`src/rtl/core/skt_pkg.sv`:
```
package skt_pkg;

	localparam logic [2:0] MODE_INSERT = 3'd0;
	localparam logic [2:0] MODE_REMOVE = 3'd1;
	localparam logic [2:0] MODE_QUERY  = 3'd2;
	localparam logic [2:0] MODE_POP    = 3'd3;
	localparam logic [2:0] MODE_READ   = 3'd4;

	typedef struct packed {
		logic [2:0]         mode;
		logic signed [31:0] key;
	} in_t;

	typedef struct packed {
		logic               found;
		logic [4:0]         count;
		logic signed [31:0] smallest_key;
		logic               dropped;
	} out_t;

	typedef struct packed {
		logic               ins;
		logic               rem;
		logic               pop;
		logic signed [31:0] key;
	} ctrl_t;

endpackage

```
`src/rtl/core/skt_cell.sv`:
```
module skt_cell (
	input  logic                 clk,
	input  skt_pkg::ctrl_t       ctrl,
	input  logic                 occ,
	input  logic                 left_gt,
	input  logic signed [31:0]   left_key,
	input  logic signed [31:0]   right_key,
	output logic signed [31:0]   key_q,
	output logic signed [31:0]   key_d,
	output logic                 gt,
	output logic                 eq
);
	import skt_pkg::*;

	logic ge;

	assign gt = occ && (key_q > ctrl.key);
	assign ge = occ && !(key_q < ctrl.key);
	assign eq = occ && (key_q == ctrl.key);

	always_comb begin
		key_d = key_q;
		if (ctrl.ins) begin
			if (left_gt) begin
				key_d = left_key;
			end else if (gt || !occ) begin
				key_d = ctrl.key;
			end
		end else if (ctrl.pop || (ctrl.rem && ge)) begin
			key_d = right_key;
		end
	end

	always_ff @(posedge clk) begin
		key_q <= key_d;
	end

endmodule

```
`src/rtl/core/sorted_key_table_top.sv`:
```
// Channel | Transfer when          | Payload
// in      | in_valid & in_ready    | in_data  (mode, key)
// out     | out_valid & out_ready  | out_data (found, count, smallest_key, dropped)
//
// One item per cycle: every cell of the row compares its key with the item key and
// loads itself, its left or its right neighbor in the same cycle; the match OR tree
// and the count update share that cycle, and the result lands in the output register.
// Reset clears the count and the output valid; cell contents need no clearing.
// in_ready = !out_valid | out_ready, so a stalled result stalls only new items.
module sorted_key_table_top #(
	parameter int CAPACITY = 16
) (
	input  logic           clk,
	input  logic           arst_n,
	input  logic           in_valid,
	output logic           in_ready,
	input  skt_pkg::in_t   in_data,
	output logic           out_valid,
	input  logic           out_ready,
	output skt_pkg::out_t  out_data
);
	import skt_pkg::*;

	localparam int CW = $clog2(CAPACITY + 1);

	logic [CW-1:0]      held_q, held_d;
	logic               out_valid_q;
	out_t               out_q;
	logic               accept, full, found_any;
	ctrl_t              ctrl;
	logic [CAPACITY-1:0] occ, gt, eq;
	logic signed [31:0] key_q [CAPACITY];
	logic signed [31:0] key_d [CAPACITY];

	assign in_ready  = !out_valid_q || out_ready;
	assign accept    = in_valid && in_ready;
	assign full      = (held_q == CW'(CAPACITY));
	assign found_any = |eq;

	assign ctrl.key = in_data.key;
	assign ctrl.ins = accept && (in_data.mode == MODE_INSERT) && !full;
	assign ctrl.rem = accept && (in_data.mode == MODE_REMOVE) && found_any;
	assign ctrl.pop = accept && (in_data.mode == MODE_POP) && (held_q != '0);

	genvar i;
	generate
		for (i = 0; i < CAPACITY; i++) begin : g_cell
			logic               lgt;
			logic signed [31:0] lkey, rkey;
			assign occ[i] = (CW'(i) < held_q);
			if (i == 0) begin : g_first
				assign lgt  = 1'b0;
				assign lkey = key_q[i];
			end else begin : g_mid
				assign lgt  = gt[i-1];
				assign lkey = key_q[i-1];
			end
			if (i == CAPACITY - 1) begin : g_last
				assign rkey = key_q[i];
			end else begin : g_inner
				assign rkey = key_q[i+1];
			end
			skt_cell u_cell (
				.clk       (clk),
				.ctrl      (ctrl),
				.occ       (occ[i]),
				.left_gt   (lgt),
				.left_key  (lkey),
				.right_key (rkey),
				.key_q     (key_q[i]),
				.key_d     (key_d[i]),
				.gt        (gt[i]),
				.eq        (eq[i])
			);
		end
	endgenerate

	always_comb begin
		held_d = held_q;
		if (ctrl.ins) begin
			held_d = held_q + CW'(1);
		end else if (ctrl.rem || ctrl.pop) begin
			held_d = held_q - CW'(1);
		end
	end

	always_ff @(posedge clk or negedge arst_n) begin
		if (!arst_n) begin
			held_q      <= '0;
			out_valid_q <= 1'b0;
		end else begin
			if (accept) begin
				held_q <= held_d;
			end
			if (accept) begin
				out_valid_q <= 1'b1;
			end else if (out_ready) begin
				out_valid_q <= 1'b0;
			end
		end
	end

	always_ff @(posedge clk) begin
		if (accept) begin
			out_q.found        <= ((in_data.mode == MODE_REMOVE) ||
				(in_data.mode == MODE_QUERY)) ? found_any : ctrl.pop;
			out_q.count        <= 5'(held_d);
			out_q.smallest_key <= (held_d != '0) ? key_d[0] : 32'sd0;
			out_q.dropped      <= (in_data.mode == MODE_INSERT) && full;
		end
	end

	assign out_valid = out_valid_q;
	assign out_data  = out_q;

	a_held_range: assert property (@(posedge clk) disable iff (!arst_n)
		held_q <= CW'(CAPACITY))
		else $error("held count beyond capacity");

	a_drop_full: assert property (@(posedge clk) disable iff (!arst_n)
		out_valid_q && out_q.dropped |-> held_q == CW'(CAPACITY))
		else $error("insert dropped while table not full");

	a_found_drop: assert property (@(posedge clk) disable iff (!arst_n)
		out_valid_q |-> !(out_q.found && out_q.dropped))
		else $error("found and dropped together");

	generate
		for (i = 0; i + 1 < CAPACITY; i++) begin : g_chk
			a_sorted: assert property (@(posedge clk) disable iff (!arst_n)
				occ[i+1] |-> key_q[i] <= key_q[i+1])
				else $error("cell row out of order");
		end
	endgenerate

endmodule

```
`config.mk`:
```
export PLATFORM = sky130hd
export DESIGN_NAME = sorted_key_table_top
export DESIGN_NICKNAME = d
export VERILOG_FILES = /design/src/rtl/core/skt_pkg.sv /design/src/rtl/core/skt_cell.sv /design/src/rtl/core/sorted_key_table_top.sv
export SDC_FILE = /design/constraint.sdc
export NUM_CORES = 2
export LEC_CHECK = 0
export BUFFER_PORTS_ARGS = -buffer_cell sky130_fd_sc_hd__buf_2
export CORE_MARGIN = 2
export CORE_UTILIZATION = 40
export CTS_CLUSTER_DIAMETER = 80
export CTS_CLUSTER_SIZE = 16
export DETAILED_ROUTE_END_ITERATION = 12
export GPL_TIMING_DRIVEN = 1
export HOLD_SLACK_MARGIN = 0.03
export SYNTH_ARGS = -nofsm -noshare
export SYNTH_HDL_FRONTEND = slang
export SYNTH_SLANG_ARGS = --single-unit
```
`constraint.sdc`:
```
create_clock -name clk -period 5.9 [get_ports clk]
set_input_delay 0.59 -clock clk [delete_from_list [all_inputs] [get_ports clk]]
set_output_delay 0.59 -clock clk [all_outputs]
set_load 0.05 [all_outputs]
```
* After elaboration in Yosys (flattened, before gate mapping)
Index checks and enable logic that the tools add are counted.
Storage, ports and cells: bits of input ports 39, word-level logic and storage cells 343, output and inout bits 41, register bits 557
Operators by class: $lt $le $gt $ge 47, reductions and logical operators 172, mux-type cells 66, $add $sub $neg 2, equality and inequality tests 34
Operators with widths (count):
- $mux W32 | 61
- $eq A32 B32 Y1 | 16
- $gt A32 B32 Y1 | 16
- $lt A32 B32 Y1 | 15
- $logic_and A1 B1 Y1 | 70
- $ne A3 B1 Y1 const B | 14
- $lt A4 B5 Y1 const A | 8
- $logic_or A1 B1 Y1 | 34
- $logic_not A1 Y1 | 33
- $reduce_bool A2 Y1 | 16
- $reduce_and A2 Y1 | 15
- $lt A3 B5 Y1 const A | 4
- $reduce_or A16 Y1 | 1
- $lt A1 B5 Y1 const A | 2
- $lt A2 B5 Y1 const A | 2
- $mux W5 | 2
- $reduce_bool A5 Y1 | 2
- $eq A3 B2 Y1 const B | 2
- $add A5 B1 Y5 const B | 1
- $eq A5 B5 Y1 const B | 1
- $sub A5 B1 Y5 const B | 1
- $eq A3 B1 Y1 const B | 1
- $logic_not A3 Y1 | 1
- $mux W1 | 3

* Depth between registers and ports, before layout
depth in word-level cells 9, gate-level depth with buffers 16, mapped depth without buffers 12

* Modules after synthesis
A second synthesis with hierarchy kept.
Second synthesis, totals: cell total of the unflattened synthesis 5903, area, all modules 52359.0 um2
By module, submodules not included:
- skt_cell | times used 16, area an instance 3120.5 um2, cells an instance 355, sequential area each 640.6 um2
- sorted_key_table_top | times used 1, area an instance 2431.1 um2, cells an instance 223, sequential area each 1321.3 um2

* Worst setup path after synthesis
OpenSTA, ideal clock, no wires.
kind input to register, start in in_data[30] (netlist bit), end reg g_cell[15].u_cell.key_q[0] (enable), required time 5420 ps, stages 13, slack -577 ps, library setup time 480 ps, arrival time 5996 ps, cell sequence clkbuf_1 > clkbuf_1 > inv_1 > ha_1 > nand4_1 > nor4_1 > nand3_1 > or4_1 > o311ai_0 > nor3_1 > a21boi_1 > nand2_1 > a311oi_1
Between the ends: cells in the longest elaborated chain, start to end 5, elaborated cells between the ends (all ways) 7, classes of those cells order compare (2); reduce/logical (5)
RTL lines:
- from (decl) | line sorted_key_table_top.sv:17 | input skt_pkg::in_t in_data,
- $gt A32 B32 Y1 | line skt_cell.sv:17 | assign gt = occ && (key_q > ctrl.key);
- $logic_and A1 B1 Y1 | line skt_cell.sv:17
- $logic_or A1 B1 Y1 | line skt_cell.sv:26 | end else if (gt || !occ) begin
- $reduce_bool A2 Y1 (no source line) *
- $reduce_and A2 Y1 (no source line) *
- to (signal assigned) | line skt_cell.sv:35 | key_q <= key_d;
- to (decl) | line skt_cell.sv:8 | output logic signed [31:0] key_q,
Every way passes the cells marked *; elsewhere a longest branch is shown, timed or not. A chain may end at the register's enable or synchronous reset.

* Final worst setup path
start in in_data[24] (netlist bit), end reg g_cell[15].u_cell.key_q[27], data pin
Between the ends: cells in the longest elaborated chain, start to end 3
RTL lines:
- $gt A32 B32 Y1 | line skt_cell.sv:17
- $logic_and A1 B1 Y1 | line skt_cell.sv:17
- $mux W32 | line skt_cell.sv:24 | if (left_gt) begin
No other way between the ends.

==> run metrics <==
period utilization=85.2%; number of pins exceeding their max-slew limit in the final report=0; number of global-route vias before repair=29378; Final nets=4338; total of hold buffers inserted after clock tree synthesis=1; crit path DAT=5380 ps; Num CTS Buffers=42; post-synthesis net count=4357; Die Y-Extent=318 µm; DR pass1 iterations=8; routability cong.=0.925; Layout Skew=27.6 ps; number of failing hold endpoints at the final stage=0; Avg Synthesized Cell Area=10.4 µm²; run status=finished, final reports clean; via count=30247; clock insertion delay at the later pin of the skew report=620 ps; aggregate routed wire length=118000 µm; number of setup violations in the final report=0; share of power burned in the clock network=24.4%; post-synthesis sequential element count=557; GRT Total Usage=22.7%; share of power burned in registers=40.1%; average detailed-routed wire length per instance=23.1 µm; net switching share of the total power=35.7%; Cells after Synth=3802; Starting Density=40.2%; share of cells above drive strength 1=8.10%; first-pass GRT wire length=180000 µm; CTS H-Tree Depth=2; largest net degree at the start of global routing=203; I/O pin count=80; standard-cell row count=115; die outline area=101000 µm²; Reg clk slew, reported paths=80 ps; net load switching power=4.39 mW; final routed DRC violation total=0; sinks on the clock net=557; number of max-cap violations=0; count of flip-flops with a built-in enable after synthesis=519; category of the critical setup timing path=input port to flop; setup repair after global routing missed its margin=false; CP max FO=17; via density per instance=5.93; crit path time final=5030 ps; cell-internal power=7.90 mW; clock tree from TritonCTS=built; power per cell area=287 nW/µm²; ys async rst share=1.08%; distinct cell type count after synthesis=79; portion of total power attributed to combinational logic=35.5%; type of element launching the critical path=input port; setup TNS=0 ps; Clk Tree Root Cell=sky130_fd_sc_hd__clkbuf_16; worst hold path class=input port to flop; total core area=98000 µm²; register area share after synthesis=41.6%; Post-Synthesis Cell Area=39400 µm²; iteration-0 DRC count of the detailed router=3017; post-detail-place hpwl=88700 µm; port bufs=79; dominant synthesized flop cell=sky130_fd_sc_hd__edfxtp_1; global-route congestion overflow total=0; buffer depth of the longest clock path=3; Min Hold Slack=188 ps; maximum clock frequency=0.199 GHz; Worst slew margin=24.3%; kind of capture point of the worst setup path=flop; Area Growth Syn to Fin=8.52%; Tightest Pin Transition=1110 ps; data required time at the worst endpoint=6250 ps; number of antenna violations at the first check in global routing=2; number of gates resized after cts=0; Leak=19.2 nW; remaining antenna violation count=0; horizontal die dimension=318 µm; Yosys Warn Count=0; worst ir drop on vdd=0.168 mV; setup bufs post-CTS=0
-- final cells by class --
cell class,count,area (µm²)
fillers,9510,55200
inverters,98,368
repair buffers,173,1180
clock inverters,5,61.3
flip-flops and latches,557,16400
diodes,2,5.00
well taps,1287,1610
clock buffers,71,1220
multi-input cells,2911,21900
-- power groups by stage --
stage	combinational [mW]	clock (mW)	sequential [mW]
4_1_cts	4.33	3.05	4.92
5_1_grt	4.74	3.17	4.96
3_5_place_dp	4.31	0	5.01
3_3_place_gp	4.26	0	5.01
2_1_floorplan	3.09	0	5.08
6_report	4.36	2.99	4.93
-- flip-flops by register name (all words and copies together), names as in the netlist --
| name | cells |
|---|---|
| g_cell.u_cell.key_q | 512 |
| out_data | 39 |
| held_q | 5 |
| out_valid | 1 |
-- Yosys cell counts (all sizes together) (31+ instances only) --
| library cell | count | area [µm²] |
|---|---|---|
| o21ai | 436 | 2180 |
| a21o | 186 | 1400 |
| ha | 516 | 6460 |
| nor2b | 31 | 194 |
| mux2i | 446 | 4460 |
| nor2 | 149 | 592 |
| clkbuf | 208 | 781 |
| nand4 | 132 | 826 |
| mux2 | 36 | 405 |
| a21oi | 211 | 1070 |
| dfxtp | 32 | 641 |
| inv | 98 | 368 |
| a222oi | 32 | 320 |
| nand3 | 46 | 230 |
| o21a | 34 | 255 |
| nand2 | 440 | 1660 |
| nor4 | 32 | 221 |
| edfxtp | 519 | 15600 |
-- stage by stage --
stage          power [mW]  worst slack (ps)  instance area [µm²]  std cells  utilization (%)
6_report             12.3               873                42800       5104             43.6
5_1_grt              12.9               767                42800       5103             43.6
4_1_cts              12.3              1040                42700       5102             43.6
3_5_place_dp         9.32               410                41500       5025             42.3
3_3_place_gp         9.27               464                41500       5025             42.3
2_1_floorplan        8.16              76.4                39400       3802                -
-- routing by layer --
metal  GRT usage [%]  vias up  wire length [µm]
li1                -    14363                 -
met1            34.2    14867             57000
met2            35.3      900             51900
met3            2.35      117              7200
met4            4.19        0              1820
met5               0        -                 0
-- critical path, stage by stage --
cell	delay [ps]
sky130_fd_sc_hd__buf_2	360
sky130_fd_sc_hd__inv_1	460
sky130_fd_sc_hd__ha_1	440
sky130_fd_sc_hd__nand4_1	250
sky130_fd_sc_hd__nor4_1	590
sky130_fd_sc_hd__buf_4	240
sky130_fd_sc_hd__a21oi_1	70
sky130_fd_sc_hd__o311ai_0	800
sky130_fd_sc_hd__nor3_1	120
sky130_fd_sc_hd__a21boi_1	300
sky130_fd_sc_hd__nand2_1	230
sky130_fd_sc_hd__nor2_2	170
sky130_fd_sc_hd__buf_4	320
sky130_fd_sc_hd__mux2_2	390
-- kinds of logic (layout without fill, tap and decap cells) --
logic type / Yosys count / count (layout) / share of synthesized area [%]
flip-flops: 557 / 557 / 41.6
AO/OA/AOI/OAI: 1002 / 1002 / 15.5
AND/OR/NAND/NOR: 901 / 901 / 10.7
XOR/XNOR: 10 / 10 / 0.241
other: 0 / 2 / 0
multiplexers: 482 / 482 / 12.4
buffers and inverters: 334 / 347 / 3.32
adder cells (fa/ha/maj): 516 / 516 / 16.4
-- worst paths after layout --
kind,depth (start not counted),slack [ps],from,endpoint
max,14,870,in_data[24],g_cell[15].u_cell.key_q[27]$_DFFE_PP_
min,2,190,in_valid,out_valid$_DFFE_PN0P_
max reg2reg,11,1230,held_q[3]$_DFFE_PN0P_,out_data[16]$_SDFFCE_PN0P_
min reg2reg,2,520,g_cell[0].u_cell.key_q[0]$_DFF_P_,g_cell[0].u_cell.key_q[0]$_DFF_P_
max in group asynchronous,2,5280,arst_n,out_valid$_DFFE_PN0P_
min in group asynchronous,2,380,arst_n,held_q[0]$_DFFE_PN0P_
-- layout by cell type, fill, tap and decap left out, types with 30 or more instances in the layout --
cell type / n
sky130_fd_sc_hd__edfxtp_1: 519
sky130_fd_sc_hd__ha_1: 516
sky130_fd_sc_hd__mux2i_1: 443
sky130_fd_sc_hd__nand2_1: 438
sky130_fd_sc_hd__o21ai_0: 435
sky130_fd_sc_hd__a21oi_1: 206
sky130_fd_sc_hd__a21o_1: 186
sky130_fd_sc_hd__nor2_1: 137
sky130_fd_sc_hd__nand4_1: 132
sky130_fd_sc_hd__inv_1: 98
sky130_fd_sc_hd__buf_4: 87
sky130_fd_sc_hd__buf_2: 79
sky130_fd_sc_hd__clkbuf_16: 43
sky130_fd_sc_hd__nand3_1: 41
sky130_fd_sc_hd__o21a_1: 34
sky130_fd_sc_hd__mux2_2: 32
sky130_fd_sc_hd__a222oi_1: 32
sky130_fd_sc_hd__dfxtp_1: 32
sky130_fd_sc_hd__nor2b_1: 31
sky130_fd_sc_hd__nor4_1: 30
Power figures use the tool's default switching activity.
